**config.mk**
```make
export PLATFORM = sky130hd
export DESIGN_NAME = bmprc_fifo
export DESIGN_NICKNAME = d
export VERILOG_FILES = /design/src/rtl/bmprc_pkg.sv /design/src/rtl/bmprc_fifo.sv
export SDC_FILE = /design/constraint.sdc
export NUM_CORES = 1
export LEC_CHECK = 0
export ABC_AREA = 1
export BUFFER_PORTS_ARGS = -buffer_cell sky130_fd_sc_hd__clkbuf_2
export CAP_MARGIN = 20
export CORE_ASPECT_RATIO = 1.5
export CORE_MARGIN = 4
export CORE_UTILIZATION = 40
export DETAILED_ROUTE_END_ITERATION = 6
export PLACE_DENSITY = 0.64
export RECOVER_POWER = 25
export SLEW_MARGIN = 20
export SYNTH_ARGS = -nofsm -noshare
export SYNTH_HDL_FRONTEND = slang
export SYNTH_SLANG_ARGS = --single-unit
```
**constraint.sdc**
```tcl
create_clock -name clk -period 2.6 [get_ports clk]
set_clock_uncertainty 0.2 [all_clocks]
set_input_delay 0.13 -clock clk [delete_from_list [all_inputs] [get_ports clk]]
set_output_delay 0.13 -clock clk [all_outputs]
set_load 0.01 [all_outputs]
```
**src/rtl/bmprc_pkg.sv**
```systemverilog
`timescale 1ns / 1ps
`default_nettype none

package bmprc_pkg;

	localparam int MAX_WIDTH       = 1024;
	localparam int PALETTE_ENTRIES = 256;
	localparam int QUEUE_DEPTH     = 4;

	localparam int CFG_IDX_W  = 3;
	localparam int CFG_DATA_W = 13;

	typedef enum logic [CFG_IDX_W-1:0] {
		REG_PIXEL_FORMAT = 3'd0,
		REG_COLOR_MODE   = 3'd1,
		REG_DRAW_WIDTH   = 3'd2,
		REG_DRAW_HEIGHT  = 3'd3,
		REG_ROW_BYTES    = 3'd4,
		REG_BOTTOM_UP    = 3'd5,
		REG_ORIGIN_X     = 3'd6,
		REG_ORIGIN_Y     = 3'd7
	} cfg_reg_t;

	typedef enum logic [2:0] {
		FMT_1BPP  = 3'd0,
		FMT_4BPP  = 3'd1,
		FMT_8BPP  = 3'd2,
		FMT_555   = 3'd3,
		FMT_565   = 3'd4,
		FMT_24BPP = 3'd5
	} fmt_t;

	typedef enum logic [1:0] {
		MODE_MONO  = 2'd0,
		MODE_CLASS = 2'd1,
		MODE_KEEP  = 2'd2
	} mode_t;

	typedef enum logic [1:0] {
		KIND_WHITE   = 2'd0,
		KIND_BLACK   = 2'd1,
		KIND_COLORED = 2'd2,
		KIND_KEPT    = 2'd3
	} kind_t;

	typedef enum logic [1:0] {
		Q_PAL    = 2'd0,
		Q_INDEX  = 2'd1,
		Q_DIRECT = 2'd2
	} qop_t;

	typedef struct packed {
		logic [2:0]  pixel_format;
		logic [1:0]  color_mode;
		logic [10:0] draw_width;
		logic [10:0] draw_height;
		logic [12:0] row_bytes;
		logic        bottom_up;
		logic [9:0]  origin_x;
		logic [9:0]  origin_y;
	} cfg_t;

	typedef struct packed {
		logic       op;
		logic [7:0] data_byte;
		logic [7:0] pal_index;
		logic [7:0] pal_red;
		logic [7:0] pal_green;
		logic [7:0] pal_blue;
	} in_t;

	typedef struct packed {
		logic [1:0]  color_kind;
		logic [15:0] rgb565;
		logic [10:0] screen_x;
		logic [10:0] screen_y;
		logic        last;
	} out_t;

	// palette entry / direct pixel: bit 17 colored, bit 16 white, 15:0 RGB565
	typedef struct packed {
		qop_t        op;
		logic [17:0] entry;
		logic [7:0]  pal_idx;
		logic [7:0]  data_byte;
		logic [2:0]  fmt;
		logic [3:0]  count;
		logic [10:0] x_base;
		logic [10:0] y;
	} qent_t;

	function automatic logic with_color(input cfg_t c);
		logic wc;
		wc = (c.color_mode == MODE_CLASS) || (c.color_mode == MODE_KEEP);
		if (c.pixel_format == FMT_1BPP) begin
			wc = 1'b0;
		end
		return wc;
	endfunction

	function automatic logic [17:0] class_entry(input logic [7:0] r, input logic [7:0] g,
			input logic [7:0] b, input logic wc);
		logic       white;
		logic       colored;
		logic [9:0] sum;
		sum = {2'b00, r} + {2'b00, g} + {2'b00, b};
		if (wc) begin
			white = (r > 8'h80) && (g > 8'h80) && (b > 8'h80);
		end else begin
			white = sum > 10'd384;
		end
		colored = (r > 8'hF0) || ((g > 8'hF0) && (b > 8'hF0));
		return {colored, white, r[7:3], g[7:2], b[7:3]};
	endfunction

endpackage

`default_nettype wire

```
**src/rtl/bmprc_fifo.sv**
```systemverilog
`timescale 1ns / 1ps
`default_nettype none

module bmprc_fifo #(
	parameter int DEPTH = bmprc_pkg::QUEUE_DEPTH
) (
	input  wire                  clk,
	input  wire                  arst_n,
	input  wire                  push,
	input  bmprc_pkg::qent_t     push_word,
	input  wire                  pop,
	output logic                 full,
	output logic                 head_valid,
	output bmprc_pkg::qent_t     head
);

	localparam int AW = (DEPTH > 1) ? $clog2(DEPTH) : 1;
	localparam int CW = $clog2(DEPTH + 1);
	localparam logic [AW-1:0] LastPtr = AW'(DEPTH - 1);
	localparam logic [CW-1:0] Full    = CW'(DEPTH);

	bmprc_pkg::qent_t slot_q [DEPTH];
	logic [AW-1:0]    wr_ptr_q;
	logic [AW-1:0]    rd_ptr_q;
	logic [CW-1:0]    count_q;

	assign full       = count_q == Full;
	assign head_valid = count_q != '0;
	assign head       = slot_q[rd_ptr_q];

	always_ff @(posedge clk) begin
		if (push) begin
			slot_q[wr_ptr_q] <= push_word;
		end
	end

	always_ff @(posedge clk or negedge arst_n) begin
		if (!arst_n) begin
			wr_ptr_q <= '0;
			rd_ptr_q <= '0;
			count_q  <= '0;
		end else begin
			if (push) begin
				wr_ptr_q <= (wr_ptr_q == LastPtr) ? '0 : wr_ptr_q + AW'(1);
			end
			if (pop) begin
				rd_ptr_q <= (rd_ptr_q == LastPtr) ? '0 : rd_ptr_q + AW'(1);
			end
			if (push && !pop) begin
				count_q <= count_q + CW'(1);
			end else if (pop && !push) begin
				count_q <= count_q - CW'(1);
			end
		end
	end

	a_no_overflow: assert property (@(posedge clk) disable iff (!arst_n)
		push |-> (!full || pop))
		else $error("queue written while full");

	a_no_underflow: assert property (@(posedge clk) disable iff (!arst_n)
		pop |-> head_valid)
		else $error("queue read while empty");

endmodule

`default_nettype wire

```
## Word-level counts from Yosys, hierarchy flattened

Memories as Yosys holds them, arrays and structs flattened.
Index checks and enable logic that the tools add are counted.
W data, S select, Z words.

- Register bits: 7
- Bits of input ports: 69
- Output and inout port bits: 67
- Logic and storage cells: 23
- Bits in writable memories: 260
- Memories: 1

- Equality and inequality tests: 3
- Reductions and logical operators: 6
- Add/sub/neg operators: 4
- Multiplexer cells: 6

Memory list:

| memory | depth | width | rd ports | clocked after memory_dff | write ports | line | source |
|---|---|---|---|---|---|---|---|
| slot_q | 4 | 65 | 1 | 0 | 1 | bmprc_fifo.sv:22 | `bmprc_pkg::qent_t slot_q [DEPTH];` |

Operators by type and width:

| kind | count |
|---|---|
| $mux W3 | 2 |
| $add A2 B1 Y2 const B | 2 |
| $eq A2 B2 Y1 const B | 2 |
| $mux W2 | 2 |
| $add A3 B1 Y3 const B | 1 |
| $eq A3 B3 Y1 const B | 1 |
| $reduce_bool A3 Y1 | 1 |
| $sub A3 B1 Y3 const B | 1 |
| $logic_and A1 B1 Y1 | 2 |
| $logic_not A1 Y1 | 2 |
| $mux W1 | 2 |
| $reduce_bool A2 Y1 | 1 |

## Logic depth before layout (Yosys ltp)

- Depth after elaboration: 4
- Depth in mapped cells: 9
- Mapped depth without buffers: 9

## Worst setup path before layout

OpenSTA, ideal clock, no wires.

- Path kind: register to register
- Start: register wr_ptr_q[0]
- End: memory slot_q[2][0] (netlist bit), enable pin
- Slack: 57 ps
- Cell stages (with the launch flop): 5
- Required time: 1981 ps
- Arrival: 1924 ps
- Period minus slack after synthesis: 2543 ps
- Library setup time: 419 ps
- Path buffers: 0
- Path through: dfrtp_1 -> inv_1 -> ha_1 -> nand2_1 -> inv_1

RTL lines:

| element | line | source |
|---|---|---|
| start: declaration | bmprc_fifo.sv:23 | `logic [AW-1:0] wr_ptr_q;` |
| start signal: assignment | bmprc_fifo.sv:44 | `wr_ptr_q <= (wr_ptr_q == LastPtr) ? '0 : wr_ptr_q + AW'(1);` |
| end: declaration | bmprc_fifo.sv:22 |  |

Straight into the memory's write port.

==> summary.md <==
| Metric | Value |
|---|---|
| CP required | 2.27 ns |
| Setup violators final | 0 |
| Synth area leaders | edfxtp_1 70%, o211ai_2 9.4%, nand2_1 7.1% |
| # rows | 74 |
| Maxcap violations | 0 |
| Post-route minimum period | 2.36 ns |
| Count of clock tree sinks | 267 |
| Clock share of power | 0.239 |
| YS warnings | 0 |
| H-tree depth | 1 |
| Mux contribution to synthesized area | 0 |
| RSZ-0062 raised after global routing | false |
| Remaining DRCs | 0 |
| Cell taking the most area after synthesis | edfxtp_1 |
| Period utilization | 0.907 |
| Worst Max-Slew Pin Slew | 0.464 ns |
| Seq pwr share | 0.413 |
| Area growth, synth to finish | 21.7% |
| Netlist cell types | 22 |
| Core area | between 0.02 and 0.03 mm² |
| Hold Vio Cnt, Final | 0 |
| Root buf cell | clkbuf_16 |
| Total power | 13900 µW |
| Mapped Cells | 811 |
| Fin Setup TNS | 0 ns |
| Largest net degree at the start of global routing | 67 |
| Hold_buf cts | 69 |
| Critical R2R Launch | wr_ptr_q[0] |
| Mean Syn Cell Area | approximately 14 µm² |
| Post-detail-place hpwl | 13700 µm |
| CP Max Fanout | 33 |
| Congestion Overflow GR | 0 |
| Register area share after synthesis | 0.712 |
| Fin nets | 1090 |
| Startpoint Class | flop |
| Netlist Area Pre-Place | 0.0112 mm² |
| Crit. Startpoint | rd_ptr_q[1] |
| Status | complete, no violations |
| Setup bufs post-CTS | 0 |
| Synth top area share | 0.696 |
| EDFF count, synth | 260 |
| Die area | 0.0308 mm² |
| TritonCTS clock tree | built |
| Yosys reg bits | approximately 270 |
| Number of routed nets with antenna violations | 0 |
| Clk Latency, worst-skew pair | between 0.4 and 0.5 ns |
| Inst Count DP | about 1300 |
| Adder-cell share of the synthesized area | 0.00848 |
| Pleak | 0.00552 µW |
| Placed inst area | ~0.012 mm² |
| Synth cell count leaders | 260 x edfxtp_1, 211 x nand2_1, 141 x inv_1 |
| Final Instance Area | 0.0136 mm² |
| Wirelength per Cell | 15.9 µm |
| Post-CTS resize count | 0 |
| Gr usage total | 0.142 |
| Post-synth ARST share | 0.0262 |
| Final Max Tran Viols | 0 |
| Comb power frac | 0.348 |
| P_int | 9190 µW |
| DR iter-0 viols | 318 |
| Clk buf depth | 3 |
| CTS Buf Count | 23 |
| Sw frac | 0.338 |
| Total Wirelength | 21800 µm |
| N_diodes | 0 |
| Largest family of logic cells by synthesized area | compound AO/OA/AOI/OAI gates |
| Pwr dens | ~1000 mW/mm² |
| Hold Path Class | in2reg |
| Max VDD drop | 0.488 mV |
| CP Capture Type | output port |
| XOR/XNOR Fraction of Synth Area | 0.000781 |
| Most frequent cell after synthesis | edfxtp_1 |
| Vias in the first global route | 6563 |
| CP arrival | 2.03 ns |
| Starting Density | 0.409 |
| Drt pass-1 iters | 4 |
| PortBufs | 135 |
| Most used DFF post-synth | edfxtp_1 |
| Die H | 213 µm |
| Final core occ | 0.498 |
| Simple-Gate Fraction of Synth Area | 0.0731 |
| Vias post-DR | 6456 |
| Synth Area in Compound Gates | 0.126 |
| GP Congestion | 0.697 |
| Fraction of layout cells with a size suffix above 1 | 0.226 |
| Vias per std cell | 4.71 |
| Filler cell count in the final layout | 2398 |
| Reg clk slew, reported paths | 0.06 ns |
| Non-Filler Instances | 1372 |
| First-pass GRT wire length | 34000 µm |
| Ports | 136 |
| Die X-Extent | 145 µm |
| Syn_nets | about 900 |
| Achievable Freq | roughly 420 MHz |
| Antenna violations before repair | 0 |
| Slew margin rel. | 0.690 |
| Setup CP Type | reg2out |
| NetSw | 4700 µW |
| HP Start | push_word[41] |
-- flip-flops by register name, indices dropped and copies added, names as in the netlist --
register  flops
slot_q      260
count_q       3
rd_ptr_q      2
wr_ptr_q      2
-- through the flow --
step           hold slack (ns)  worst slack (ns)
2_1_floorplan           -0.366            0.0572
3_3_place_gp            -0.209             0.715
3_5_place_dp            -0.203             0.665
4_1_cts                  0.172             0.188
5_1_grt                  0.230            0.0679
6_report                 0.217             0.242
-- worst max-delay path, cell delays in order (launching register included) --
cell and delay, ns:
dfrtp_4 0.43, clkinv_2 0.36, buf_12 0.33, o211ai_1 0.12, nand2_1 0.12, clkbuf_2 0.15
-- routing by layer --
| metal | track usage | up-vias | wire length, µm |
|---|---|---|---|
| met2 | 0.270 | 113 | 12000 |
| met5 | 0 | - | 0 |
| met3 | 0.0204 | 23 | 893 |
| met1 | 0.166 | 3095 | 8590 |
| met4 | 0.0348 | 0 | 287 |
| li1 | - | 3225 | - |
-- worst paths after layout --
check	endpoint	slack [ns]	cells after the start
max	head[21]	0.24	5
min	slot_q[1][41]	0.22	2
max reg2reg	slot_q[3][63]	0.69	4
min reg2reg	count_q[2]	0.29	2
max in group asynchronous	rd_ptr_q[1]	1.45	3
min in group asynchronous	count_q[1]	0.42	3
-- cell type report --
| type | instances | area, µm² | share of cell area |
|---|---|---|---|
| Clock buffer | 29 | 598 | 0.0438 |
| Clock inverter | 12 | 133 | 0.00972 |
| Inverter | 143 | 551 | 0.0403 |
| Multi-Input combinational cell | 359 | 2340 | 0.171 |
| Sequential cell | 267 | 7990 | 0.585 |
| Tap cell | 342 | 428 | 0.0314 |
| Timing Repair Buffer | 220 | 1610 | 0.118 |
-- kinds of logic (layout without fill, tap and decap cells) --
logic type,Yosys count,after routing
flip-flops,267,267
AND/OR/NAND/NOR,217,217
buffers and inverters,185,404
AO/OA/AOI/OAI,134,134
adder cells (fa/ha/maj),7,7
XOR/XNOR,1,1
-- power groups by stage --
| stage | combinational [µW] | sequential [µW] | clock [µW] |
|---|---|---|---|
| global route | 5390 | 5780 | 3580 |
| global placement | 4850 | 5800 | 0 |
| floorplan | 3270 | 5810 | 0 |
| finish | 4840 | 5730 | 3320 |
| CTS | 5010 | 5730 | 3430 |
| detailed placement | 4920 | 5820 | 0 |
-- cells in the final DEF, fill, tap and decap left out, drive strengths merged --
| master | synthesis | final |
|---|---|---|
| buf | 33 | 16 |
| nand4 | 1 | 1 |
| edfxtp | 260 | 260 |
| nand2 | 211 | 211 |
| inv | 143 | 138 |
| nor2 | 3 | 3 |
| o211ai | 130 | 130 |
| bufinv | 0 | 3 |
| nand3 | 1 | 1 |
| fa | 1 | 1 |
| dlygate4sd3 | 0 | 69 |
| o21ai | 4 | 4 |
| dfrtp | 7 | 7 |
| clkbuf | 9 | 164 |
| nor3 | 1 | 1 |
| clkinv | 0 | 14 |
| ha | 6 | 6 |
| xnor2 | 1 | 1 |
(Power assumes the default switching activity.)
