[src/rtl/bmprc_pkg.sv]
`timescale 1ns / 1ps
`default_nettype none

package bmprc_pkg;

	localparam int MAX_WIDTH       = 1024;
	localparam int PALETTE_ENTRIES = 256;
	localparam int QUEUE_DEPTH     = 4;

	localparam int CFG_IDX_W  = 3;
	localparam int CFG_DATA_W = 13;

	typedef enum logic [CFG_IDX_W-1:0] {
		REG_PIXEL_FORMAT = 3'd0,
		REG_COLOR_MODE   = 3'd1,
		REG_DRAW_WIDTH   = 3'd2,
		REG_DRAW_HEIGHT  = 3'd3,
		REG_ROW_BYTES    = 3'd4,
		REG_BOTTOM_UP    = 3'd5,
		REG_ORIGIN_X     = 3'd6,
		REG_ORIGIN_Y     = 3'd7
	} cfg_reg_t;

	typedef enum logic [2:0] {
		FMT_1BPP  = 3'd0,
		FMT_4BPP  = 3'd1,
		FMT_8BPP  = 3'd2,
		FMT_555   = 3'd3,
		FMT_565   = 3'd4,
		FMT_24BPP = 3'd5
	} fmt_t;

	typedef enum logic [1:0] {
		MODE_MONO  = 2'd0,
		MODE_CLASS = 2'd1,
		MODE_KEEP  = 2'd2
	} mode_t;

	typedef enum logic [1:0] {
		KIND_WHITE   = 2'd0,
		KIND_BLACK   = 2'd1,
		KIND_COLORED = 2'd2,
		KIND_KEPT    = 2'd3
	} kind_t;

	typedef enum logic [1:0] {
		Q_PAL    = 2'd0,
		Q_INDEX  = 2'd1,
		Q_DIRECT = 2'd2
	} qop_t;

	typedef struct packed {
		logic [2:0]  pixel_format;
		logic [1:0]  color_mode;
		logic [10:0] draw_width;
		logic [10:0] draw_height;
		logic [12:0] row_bytes;
		logic        bottom_up;
		logic [9:0]  origin_x;
		logic [9:0]  origin_y;
	} cfg_t;

	typedef struct packed {
		logic       op;
		logic [7:0] data_byte;
		logic [7:0] pal_index;
		logic [7:0] pal_red;
		logic [7:0] pal_green;
		logic [7:0] pal_blue;
	} in_t;

	typedef struct packed {
		logic [1:0]  color_kind;
		logic [15:0] rgb565;
		logic [10:0] screen_x;
		logic [10:0] screen_y;
		logic        last;
	} out_t;

	// palette entry / direct pixel: bit 17 colored, bit 16 white, 15:0 RGB565
	typedef struct packed {
		qop_t        op;
		logic [17:0] entry;
		logic [7:0]  pal_idx;
		logic [7:0]  data_byte;
		logic [2:0]  fmt;
		logic [3:0]  count;
		logic [10:0] x_base;
		logic [10:0] y;
	} qent_t;

	function automatic logic with_color(input cfg_t c);
		logic wc;
		wc = (c.color_mode == MODE_CLASS) || (c.color_mode == MODE_KEEP);
		if (c.pixel_format == FMT_1BPP) begin
			wc = 1'b0;
		end
		return wc;
	endfunction

	function automatic logic [17:0] class_entry(input logic [7:0] r, input logic [7:0] g,
			input logic [7:0] b, input logic wc);
		logic       white;
		logic       colored;
		logic [9:0] sum;
		sum = {2'b00, r} + {2'b00, g} + {2'b00, b};
		if (wc) begin
			white = (r > 8'h80) && (g > 8'h80) && (b > 8'h80);
		end else begin
			white = sum > 10'd384;
		end
		colored = (r > 8'hF0) || ((g > 8'hF0) && (b > 8'hF0));
		return {colored, white, r[7:3], g[7:2], b[7:3]};
	endfunction

endpackage

`default_nettype wire

[src/rtl/bmprc_front.sv]
`timescale 1ns / 1ps
`default_nettype none

module bmprc_front (
	input  wire                  clk,
	input  wire                  arst_n,
	input  bmprc_pkg::cfg_t      cfg,
	input  wire                  take,
	input  bmprc_pkg::in_t       item,
	output logic                 push,
	output bmprc_pkg::qent_t     push_word
);

	localparam logic [12:0] MaxW = 13'(bmprc_pkg::MAX_WIDTH);

	logic [15:0] held_q;
	logic [1:0]  held_cnt_q;
	logic [11:0] bir_q;
	logic [10:0] col_q;
	logic [10:0] row_q;

	logic [12:0] effw;
	logic [12:0] room;
	logic        row_in;
	logic        is_index;
	logic [3:0]  k;
	logic [3:0]  m;
	logic        complete;
	logic [7:0]  lsb;
	logic [7:0]  msb;
	logic [7:0]  r;
	logic [7:0]  g;
	logic [7:0]  bl;
	logic [17:0] dir_entry;
	logic [11:0] col_sum;
	logic [10:0] col_step;
	logic [10:0] row_v;
	logic        row_end;
	logic        wc;

	assign wc = bmprc_pkg::with_color(cfg);

	always_comb begin
		effw = ({2'b00, cfg.draw_width} < MaxW) ? {2'b00, cfg.draw_width} : MaxW;
		row_in = row_q < cfg.draw_height;
		room = (effw > {2'b00, col_q}) ? (effw - {2'b00, col_q}) : 13'd0;

		is_index = 1'b0;
		case (cfg.pixel_format)
			bmprc_pkg::FMT_1BPP: begin is_index = 1'b1; k = 4'd8; end
			bmprc_pkg::FMT_4BPP: begin is_index = 1'b1; k = 4'd2; end
			bmprc_pkg::FMT_8BPP: begin is_index = 1'b1; k = 4'd1; end
			default:             k = 4'd1;
		endcase

		m = (room < {9'd0, k}) ? room[3:0] : k;
		if (!row_in) begin
			m = 4'd0;
		end

		if ((cfg.pixel_format == bmprc_pkg::FMT_555) ||
				(cfg.pixel_format == bmprc_pkg::FMT_565)) begin
			complete = held_cnt_q >= 2'd1;
		end else begin
			complete = held_cnt_q >= 2'd2;
		end

		lsb = held_q[7:0];
		msb = item.data_byte;
		bl  = {lsb[4:0], 3'b000};
		case (cfg.pixel_format)
			bmprc_pkg::FMT_555: begin
				g = {msb[1:0], lsb[7:5], 3'b000};
				r = {msb[6:2], 3'b000};
			end
			bmprc_pkg::FMT_565: begin
				g = {msb[2:0], lsb[7:5], 2'b00};
				r = {msb[7:3], 3'b000};
			end
			default: begin
				bl = held_q[7:0];
				g  = held_q[15:8];
				r  = item.data_byte;
			end
		endcase
		dir_entry = bmprc_pkg::class_entry(r, g, bl, wc);

		col_sum  = {1'b0, col_q} + {8'd0, k};
		col_step = (col_sum > 12'h7FF) ? 11'h7FF : col_sum[10:0];

		row_v = cfg.bottom_up ? (cfg.draw_height - row_q - 11'd1) : row_q;

		row_end = (({1'b0, bir_q} + 13'd1) >= cfg.row_bytes) || (bir_q == 12'hFFF);
	end

	// build the queue word
	always_comb begin
		push_word.op        = bmprc_pkg::Q_INDEX;
		push_word.entry     = dir_entry;
		push_word.pal_idx   = item.pal_index;
		push_word.data_byte = item.data_byte;
		push_word.fmt       = cfg.pixel_format;
		push_word.count     = m;
		push_word.x_base    = 11'({1'b0, cfg.origin_x} + col_q);
		push_word.y         = 11'({1'b0, cfg.origin_y} + row_v);
		push = 1'b0;
		if (take) begin
			if (!item.op) begin
				push_word.op    = bmprc_pkg::Q_PAL;
				push_word.entry = bmprc_pkg::class_entry(item.pal_red, item.pal_green,
						item.pal_blue, wc);
				push = 1'b1;
			end else if (is_index) begin
				push = m != 4'd0;
			end else begin
				push_word.op    = bmprc_pkg::Q_DIRECT;
				push_word.count = 4'd1;
				push = complete && row_in && ({2'b00, col_q} < effw);
			end
		end
	end

	always_ff @(posedge clk or negedge arst_n) begin
		if (!arst_n) begin
			held_q     <= '0;
			held_cnt_q <= '0;
			bir_q      <= '0;
			col_q      <= '0;
			row_q      <= '0;
		end else if (take && item.op) begin
			if (is_index) begin
				col_q <= col_step;
			end else if (complete) begin
				held_q     <= '0;
				held_cnt_q <= '0;
				col_q      <= col_step;
			end else begin
				if (held_cnt_q == 2'd0) begin
					held_q[7:0] <= held_q[7:0] | item.data_byte;
				end else begin
					held_q[15:8] <= held_q[15:8] | item.data_byte;
				end
				held_cnt_q <= held_cnt_q + 2'd1;
			end
			if (row_end) begin
				bir_q      <= '0;
				col_q      <= '0;
				held_q     <= '0;
				held_cnt_q <= '0;
				if (({1'b0, row_q} + 12'd1) >= {1'b0, cfg.draw_height}) begin
					row_q <= '0;
				end else begin
					row_q <= row_q + 11'd1;
				end
			end else begin
				bir_q <= bir_q + 12'd1;
			end
		end
	end

endmodule

`default_nettype wire

[config.mk]
export PLATFORM = sky130hd
export DESIGN_NAME = bmprc_front
export DESIGN_NICKNAME = d
export VERILOG_FILES = /design/src/rtl/bmprc_pkg.sv /design/src/rtl/bmprc_front.sv
export SDC_FILE = /design/constraint.sdc
export NUM_CORES = 1
export LEC_CHECK = 0
export BUFFER_PORTS_ARGS = -buffer_cell sky130_fd_sc_hd__buf_2
export CAP_MARGIN = 20
export CORE_AREA = 3 3 181 183
export DETAILED_ROUTE_END_ITERATION = 10
export DIE_AREA = 0 0 184 186
export SETUP_SLACK_MARGIN = 0.2
export SLEW_MARGIN = 0
export SYNTH_ARGS = -nofsm -noshare
export SYNTH_HDL_FRONTEND = slang
export SYNTH_SLANG_ARGS = --single-unit
[constraint.sdc]
create_clock -name clk -period 6 [get_ports clk]
set_input_delay 0.9 -clock clk [delete_from_list [all_inputs] [get_ports clk]]
set_output_delay 0.9 -clock clk [all_outputs]
set_load 0.005 [all_outputs]
== Word level (Yosys, flattened, before mapping) ==
Index checks and enable logic that the tools add are counted.
Cells by class
  div/mod/pow operators: 0
  shifts and indexed selects: 0
  magnitude comparators: 24
  multiplexer cells: 38
  multipliers: 0
  add/sub/neg operators: 15
  bitwise operators: 2
  equal/unequal tests: 9
  reduce and logical (&&, ||, !) cells: 26
Operator list (number)
  8-bit greater-than comparator, second input constant: 12
  11-bit 2-to-1 mux: 7
  16-bit 2-to-1 mux: 3
  8-bit case mux with 2 select lines: 2
  8-bit 2-to-1 mux: 3
  10-bit by 11-bit adder with 11-bit output: 2
  11-bit < comparator: 2
  9-bit by 8-bit adder with 10-bit output: 2
  10-bit by 9-bit greater-than comparator with 1-bit output, second input constant: 2
  20-bit 2-to-1 mux: 1
  4-bit 2-to-1 mux: 5
  8-bit by 8-bit adder with 9-bit output: 2
  18-bit 2-to-1 mux: 1
  8-bit bitwise OR: 2
  12-bit by 1-bit adder with 13-bit output, second input constant: 1
  13-bit >= comparator: 1
  13-bit by 4-bit < comparator with 1-bit output: 1
  13-bit 2-to-1 mux: 1
  11-bit by 1-bit adder with 12-bit output, second input constant: 1
  11-bit by 4-bit adder with 12-bit output: 1
  12-bit by 1-bit adder with 12-bit output, second input constant: 1
  12-bit == test, second input constant: 1
  12-bit by 11-bit >= comparator with 1-bit output: 1
  12-bit by 11-bit greater-than comparator with 1-bit output, second input constant: 1
  other kinds (30): 58
Word-level totals
  logic and storage cells: 120
  memories kept: 0
  bits in latches: 0
  memory bits (read-only): 0
  input port bits: 105
  output and inout bits: 66
  flip-flop bits (word level): 52
  bits in writable memories: 0

== Depth between registers and ports, before layout ==
Gate-level depths: netlist (run 1).
  depth in word-level cells: 11
  depth in mapped cells: 19
  mapped depth without buffers: 17

== Worst setup path after synthesis (run 1) ==
Ideal clock, no wire load.
  kind: input to output
  start: input port cfg[60] in the netlist's numbering
  end: output port push_word[61] in the netlist's numbering
  buffers on the path: 2
  cell stages on the path: 16
  arrival: 3949 ps
  slack: 1151 ps
  cells stage by stage: buf_2 clkbuf_1 nor3_1 o21ai_0 o311ai_0 fa_1 inv_1 ha_1 nor2b_1 o21a_1 o21ai_0 a21oi_1 or2_2 o221ai_1 o311a_1 o32a_1
RTL lines
  from (decl): RTL line bmprc_front.sv:7  | input bmprc_pkg::cfg_t cfg,
  to (decl): RTL line bmprc_front.sv:11  | output bmprc_pkg::qent_t push_word

==> results of run 1 <==
==> stage by stage <==
step	instance area, um2	total power (uW)
finish	8960	2550
global route	8960	2830
CTS	8960	2560
detailed placement	8830	2270
global placement	8830	2230
floorplan	7810	1790
==> area by class of cell <==
cell class,instances,area [um2]
clock buffer,6,129
clock inverter,1,5.00
fill,3415,22400
inverter,104,390
multi-input combinational,789,5820
sequential,52,1300
tap,402,503
timing repair buffer,159,808
==> layer usage <==
metal / global-route usage, % / vias to the layer above / wire length (um)
met5: 0 / - / 7
met4: 3.02 / 2 / 331
met3: 1.37 / 28 / 779
met2: 22.6 / 155 / 11100
met1: 17.2 / 3605 / 10500
li1: - / 3760 / -
==> worst max-delay path: stages <==
cell and delay [ns]:
buf_2 0.37, nor2_4 0.15, a21oi_2 0.43, nand2_1 0.16
fa_1 0.55, inv_1 0.04, ha_1 0.20, inv_1 0.07
fa_1 0.19, nor2b_1 0.06, o21a_1 0.17, o21ai_0 0.14
a21oi_1 0.11, or2_2 0.28, o221ai_1 0.18, o311a_1 0.20
o32a_1 0.16, buf_2 0.12
==> path summary, 6_finish.rpt <==
kind | endpoint | cells after the start | from
max in group asynchronous | held_q[0]$_DFFE_PN0P_ | 2 | arst_n
min reg2reg | held_cnt_q[0]$_DFFE_PN0P_ | 1 | held_cnt_q[0]$_DFFE_PN0P_
max | push_word[61] | 18 | cfg[60]
min | held_cnt_q[0]$_DFFE_PN0P_ | 1 | held_cnt_q[0]$_DFFE_PN0P_
min in group asynchronous | bir_q[8]$_DFFE_PN0P_ | 2 | arst_n
max reg2reg | row_q[6]$_DFFE_PN0P_ | 12 | row_q[1]$_DFFE_PN0P_
==> cells by family (layout without fill, tap and decap cells) <==
family	count (synthesis)	after routing	share of synthesized area, %
mux	18	18	2.40
flops	52	52	16.7
compound gates	288	288	24.8
fa+ha+maj	122	122	21.8
buf+inv	149	270	8.78
xor+xnor	53	53	5.94
simple gates	308	308	19.6
==> sequential cells by signal, indices dropped and copies added, names as in the netlist <==
signal and cells:
held_cnt_q 2, held_q 16, bir_q 12, row_q 11, col_q 11
==> Yosys cell counts, drive strengths merged, types with 3 or more instances <==
cell type / n / area share (%)
nor4: 12 / 1.2
a31oi: 10 / 0.99
o22ai: 6 / 0.48
o21a: 11 / 1.1
o41ai: 4 / 0.45
a211oi: 7 / 0.74
or2: 5 / 0.40
o31ai: 7 / 0.74
a221oi: 4 / 0.75
clkbuf: 14 / 0.80
o32ai: 4 / 0.45
a22oi: 3 / 0.29
nor2: 78 / 4.0
a21o: 20 / 2.0
o311ai: 10 / 1.1
and2: 8 / 0.64
nand2b: 10 / 0.80
mux2: 3 / 0.43
xnor2: 35 / 3.9
ha: 99 / 16
nand3: 23 / 1.5
a21boi: 4 / 0.38
or3: 4 / 0.32
nor2b: 22 / 1.8
a21oi: 73 / 4.9
nor3: 30 / 1.9
nand4: 16 / 1.3
mux2i: 15 / 2.0
buf: 31 / 3.0
a22o: 16 / 1.8
xor2: 18 / 2.0
inv: 104 / 5.0
and3: 10 / 0.82
dfrtp: 52 / 17
o21ai: 79 / 5.3
o21bai: 10 / 1.0
nand2: 81 / 4.0
fa: 23 / 5.9
==> power groups by stage <==
| stage | clock, uW | combinational, uW | sequential [uW] |
|---|---|---|---|
| 6_report | 278 | 1680 | 586 |
| 5_1_grt | 305 | 1920 | 601 |
| 4_1_cts | 291 | 1690 | 582 |
| 3_5_place_dp | 0 | 1680 | 588 |
| 3_3_place_gp | 0 | 1650 | 584 |
| 2_1_floorplan | 0 | 1250 | 532 |
==> flow_summary.json, run 1 <==
{
  "max_freq_mhz": 186,
  "swShare_pct": 46.7,
  "pwr-share-clk_pct": 10.9,
  "synth_area_um2": 7810,
  "setup_violations": 0,
  "dp.cells": 1506,
  "hp-class": "reg -> reg",
  "antenna_found_initial": 1,
  "cp-end-kind": "primary output",
  "syn_inst": 990,
  "fin_skew_ns": 0.00812,
  "p_int_uw": 1360,
  "p_comb_share_pct": 66.1,
  "grt_overflow": 0,
  "rsz0062_at_grt": "false",
  "grt_start_max_net_pins": 53,
  "final_common_cell": "buf_2",
  "root_buffer": "clkbuf_16",
  "grt_pass1_vias": 7405,
  "peakVddDrop_uv": 100,
  "grt_usage_pct": 12.9,
  "viasPerCell": 4.99,
  "syn2layout_area_growth_pct": 14.7,
  "ios": 171,
  "clockBufferDepth": 2,
  "gp_congestion": 0.859,
  "fp.dieH_um": 186,
  "worst_slack_ns": 0.623,
  "cts_num_sinks": 52,
  "slew_viol_final": 0,
  "drt_wl_total_um": 22700,
  "cts_resized": 0,
  "cts_buffers": 5,
  "cts_setup_buffers": 0,
  "synth_top_flop_cell": "dfrtp_1",
  "ys_types": 84,
  "timing.hold.ws_ns": 0.509,
  "synth_fp_nets": 1217,
  "start_util_pct": 24.9,
  "cp.required_ns": 5.10,
  "io_buffers": 154,
  "powerDensity_nw_per_um2": 284,
  "drv_cap": 0,
  "crit_arrival_ns": 4.48,
  "syn_avg_cell_area_um2": 7.89,
  "fin_crit_ns": 5.38,
  "drt-pass1-iter-count": 5,
  "final_util_pct": 28.5,
  "drive_gt1_share_pct": 18.1,
  "ff2ff_setup_slack_ns": 2.21,
  "num_rows": 65,
  "layout_common_cells": "buf_2, inv_1, ha_1",
  "vias": 7550,
  "hold_viol": 0,
  "fin_nets": 1338,
  "p_seq_share_pct": 23.0,
  "final_cells": 1513,
  "hpwl_um": 18700,
  "ys_warn_count": 0,
  "die_area_um2": 34200,
  "clk_latency_ns": 0.29,
  "ys_seq_area_share_pct": 16.7,
  "power.leakage_uw": 0.00427,
  "drc": 0,
  "tightest_slew_ns": 0.930,
  "async_flop_share_pct": 100,
  "fin_setup_tns_ns": 0,
  "initialDrtViolationCount": 461,
  "fin_crit_sh_pct": 89.6,
  "place_ws_ns": 0.618,
  "critPathMaxFanout": 29,
  "status": "finished clean",
  "worstSetupPathType": "in -> out",
  "ant_nets": 0,
  "wire_per_inst_um": 15.0,
  "cts_tree": "done",
  "synth-edff-count": 0,
  "antenna_cells": 0,
  "start_kind": "input pin",
  "postCtsHoldBufs": 0,
  "chipWidth_um": 184,
  "maxSlewHeadroom_pct": 37.5,
  "synth_seq_cells": 52,
  "power.switching_uw": 1190,
  "cts.clk_slew.worst_paths_ns": 0.07,
  "core_um2": 31400,
  "grt_pass1_wl_um": 36700,
  "htreeDepth": 2
}
(Power assumes the default switching activity.)
==> inputs of run 2 (changes only) <==
--- a/config.mk
+++ b/config.mk
@@ -8,6 +8,7 @@
 export BUFFER_PORTS_ARGS = -buffer_cell sky130_fd_sc_hd__buf_2
 export CAP_MARGIN = 20
 export CORE_AREA = 3 3 181 183
+export CTS_BUF_LIST = sky130_fd_sc_hd__clkbuf_16
 export DETAILED_ROUTE_END_ITERATION = 10
 export DIE_AREA = 0 0 184 186
 export SETUP_SLACK_MARGIN = 0.2
==> run 2 against run 1 <==
  * Clock skew increased by 0.0018 ns
  * Worst setup slack got worse by 0.0034 ns
  * Non-clock buffer count unchanged
  * Utilization unchanged
  * Critical endpoint unchanged
  * Largest cell class unchanged
==> flow_summary.json, run 2 (synthesis gave the netlist of run 1 again) <==
{
  "status": "finished clean",
  "ant_nets": 0,
  "cts_tree": "done",
  "fin_crit_ns": 5.38,
  "top_register": "held_q",
  "r2r-end": "row_q[6]$_DFFE_PN0P_",
  "fin_nets": 1338,
  "drc": 0,
  "peakVddDrop_uv": 100,
  "hp-class": "reg -> reg",
  "hp-start": "held_cnt_q[0]$_DFFE_PN0P_",
  "grt_usage_pct": 12.9,
  "drv_cap": 0,
  "fin_skew_ns": 0.00992,
  "final_common_cell": "buf_2",
  "worstSetupPathType": "in -> out",
  "grt_start_max_net_pins": 53,
  "tightest_slew_ns": 0.930,
  "initialDrtViolationCount": 458,
  "slew_viol_final": 0,
  "fin_setup_tns_ns": 0,
  "cts_num_sinks": 52,
  "start_kind": "input pin",
  "hold_depth": 1,
  "max_freq_mhz": 186,
  "start_util_pct": 24.9,
  "reg2regPathDepth": 12,
  "hold_end": "held_cnt_q[0]$_DFFE_PN0P_",
  "critPathMaxFanout": 29,
  "chipWidth_um": 184,
  "cts.clk_slew.worst_paths_ns": 0.07,
  "cts_buffers": 5,
  "power.leakage_uw": 0.00428,
  "ios": 171,
  "root_buffer": "clkbuf_16",
  "cp-startpoint": "cfg[60]",
  "syn2layout_area_growth_pct": 14.7,
  "grt_pass1_vias": 7406,
  "core_um2": 31400,
  "grt_pass1_wl_um": 36700,
  "postCtsHoldBufs": 0,
  "wire_per_inst_um": 15.0,
  "viasPerCell": 4.99,
  "cts_resized": 0,
  "drt_wl_total_um": 22700,
  "gp_congestion": 0.859,
  "hold_viol": 0,
  "grt_overflow": 0,
  "cp-end-kind": "primary output",
  "clk_latency_ns": 0.29,
  "largestRegisters": "held_q x16, bir_q x12",
  "cts_setup_buffers": 0,
  "r2r-start": "row_q[1]$_DFFE_PN0P_",
  "die_area_um2": 34200,
  "hpwl_um": 18700,
  "cp.required_ns": 5.10,
  "io_buffers": 154,
  "htreeDepth": 2,
  "ff2ff_setup_slack_ns": 2.21,
  "maxSlewHeadroom_pct": 37.5,
  "antenna_found_initial": 1,
  "vias": 7553,
  "fp.dieH_um": 186,
  "drt-pass1-iter-count": 5,
  "largest_register_ffs": 16,
  "timing.hold.ws_ns": 0.509,
  "antenna_cells": 0,
  "drive_gt1_share_pct": 18.1,
  "powerDensity_nw_per_um2": 284,
  "num_rows": 65,
  "crit_arrival_ns": 4.48,
  "layout_common_cells": "buf_2, inv_1, ha_1",
  "clockBufferDepth": 2,
  "setup_violations": 0,
  "rsz0062_at_grt": "false",
  "fin_crit_sh_pct": 89.7
}
==> run 2: worst max-delay path, cell delays in order <==
cell	delay, ns
buf_2	0.37
nor2_4	0.15
a21oi_2	0.43
nand2_1	0.16
fa_1	0.55
inv_1	0.04
ha_1	0.20
inv_1	0.07
fa_1	0.19
nor2b_1	0.06
o21a_1	0.17
o21ai_0	0.14
a21oi_1	0.11
or2_2	0.28
o221ai_1	0.18
o311a_1	0.20
o32a_1	0.16
buf_2	0.12
==> run 2: how the worst max path moves through the flow <==
stage / endpoint / slack (ns) / depth (start not counted)
5_1_grt: push_word[61] / 0.22 / 18
3_3_place_gp: push_word[61] / 0.71 / 18
6_report: push_word[61] / 0.62 / 18
2_1_floorplan: push_word[61] / 1.15 / 16
4_1_cts: push_word[61] / 0.62 / 18
3_5_place_dp: push_word[61] / 0.62 / 18
==> run 2: area by class of cell <==
| cell class | instances | area (um2) |
|---|---|---|
| clock buffer | 5 | 125 |
| clock inverter | 2 | 8.76 |
| fill | 3415 | 22400 |
| inverter | 104 | 390 |
| multi-input combinational | 789 | 5820 |
| sequential | 52 | 1300 |
| tap | 402 | 503 |
| timing repair buffer | 159 | 808 |
==> run 2: through the flow <==
| stage | worst slack [ns] | cells | total power [uW] | util (%) | instance area, um2 |
|---|---|---|---|---|---|
| 2_1_floorplan | 1.15 | 990 | 1790 | - | 7810 |
| 3_3_place_gp | 0.710 | 1506 | 2230 | 28.1 | 8830 |
| 3_5_place_dp | 0.618 | 1506 | 2270 | 28.1 | 8830 |
| 4_1_cts | 0.623 | 1513 | 2560 | 28.5 | 8960 |
| 5_1_grt | 0.217 | 1513 | 2830 | 28.5 | 8960 |
| 6_report | 0.620 | 1513 | 2550 | 28.5 | 8960 |
==> run 2: layer usage <==
metal	GRT usage (%)	wire length (um)	share of wire, %	vias to the layer above
met5	0	7	0.031	-
met4	3.02	331	1.5	2
met3	1.37	790	3.5	28
met2	22.6	11100	49	151
met1	17.2	10500	46	3611
li1	-	-	-	3761
==> run 2: power by group <==
part	switching [uW]	internal [uW]
sequential	142	443
clock	127	151
combinational	921	762
total	1190	1360
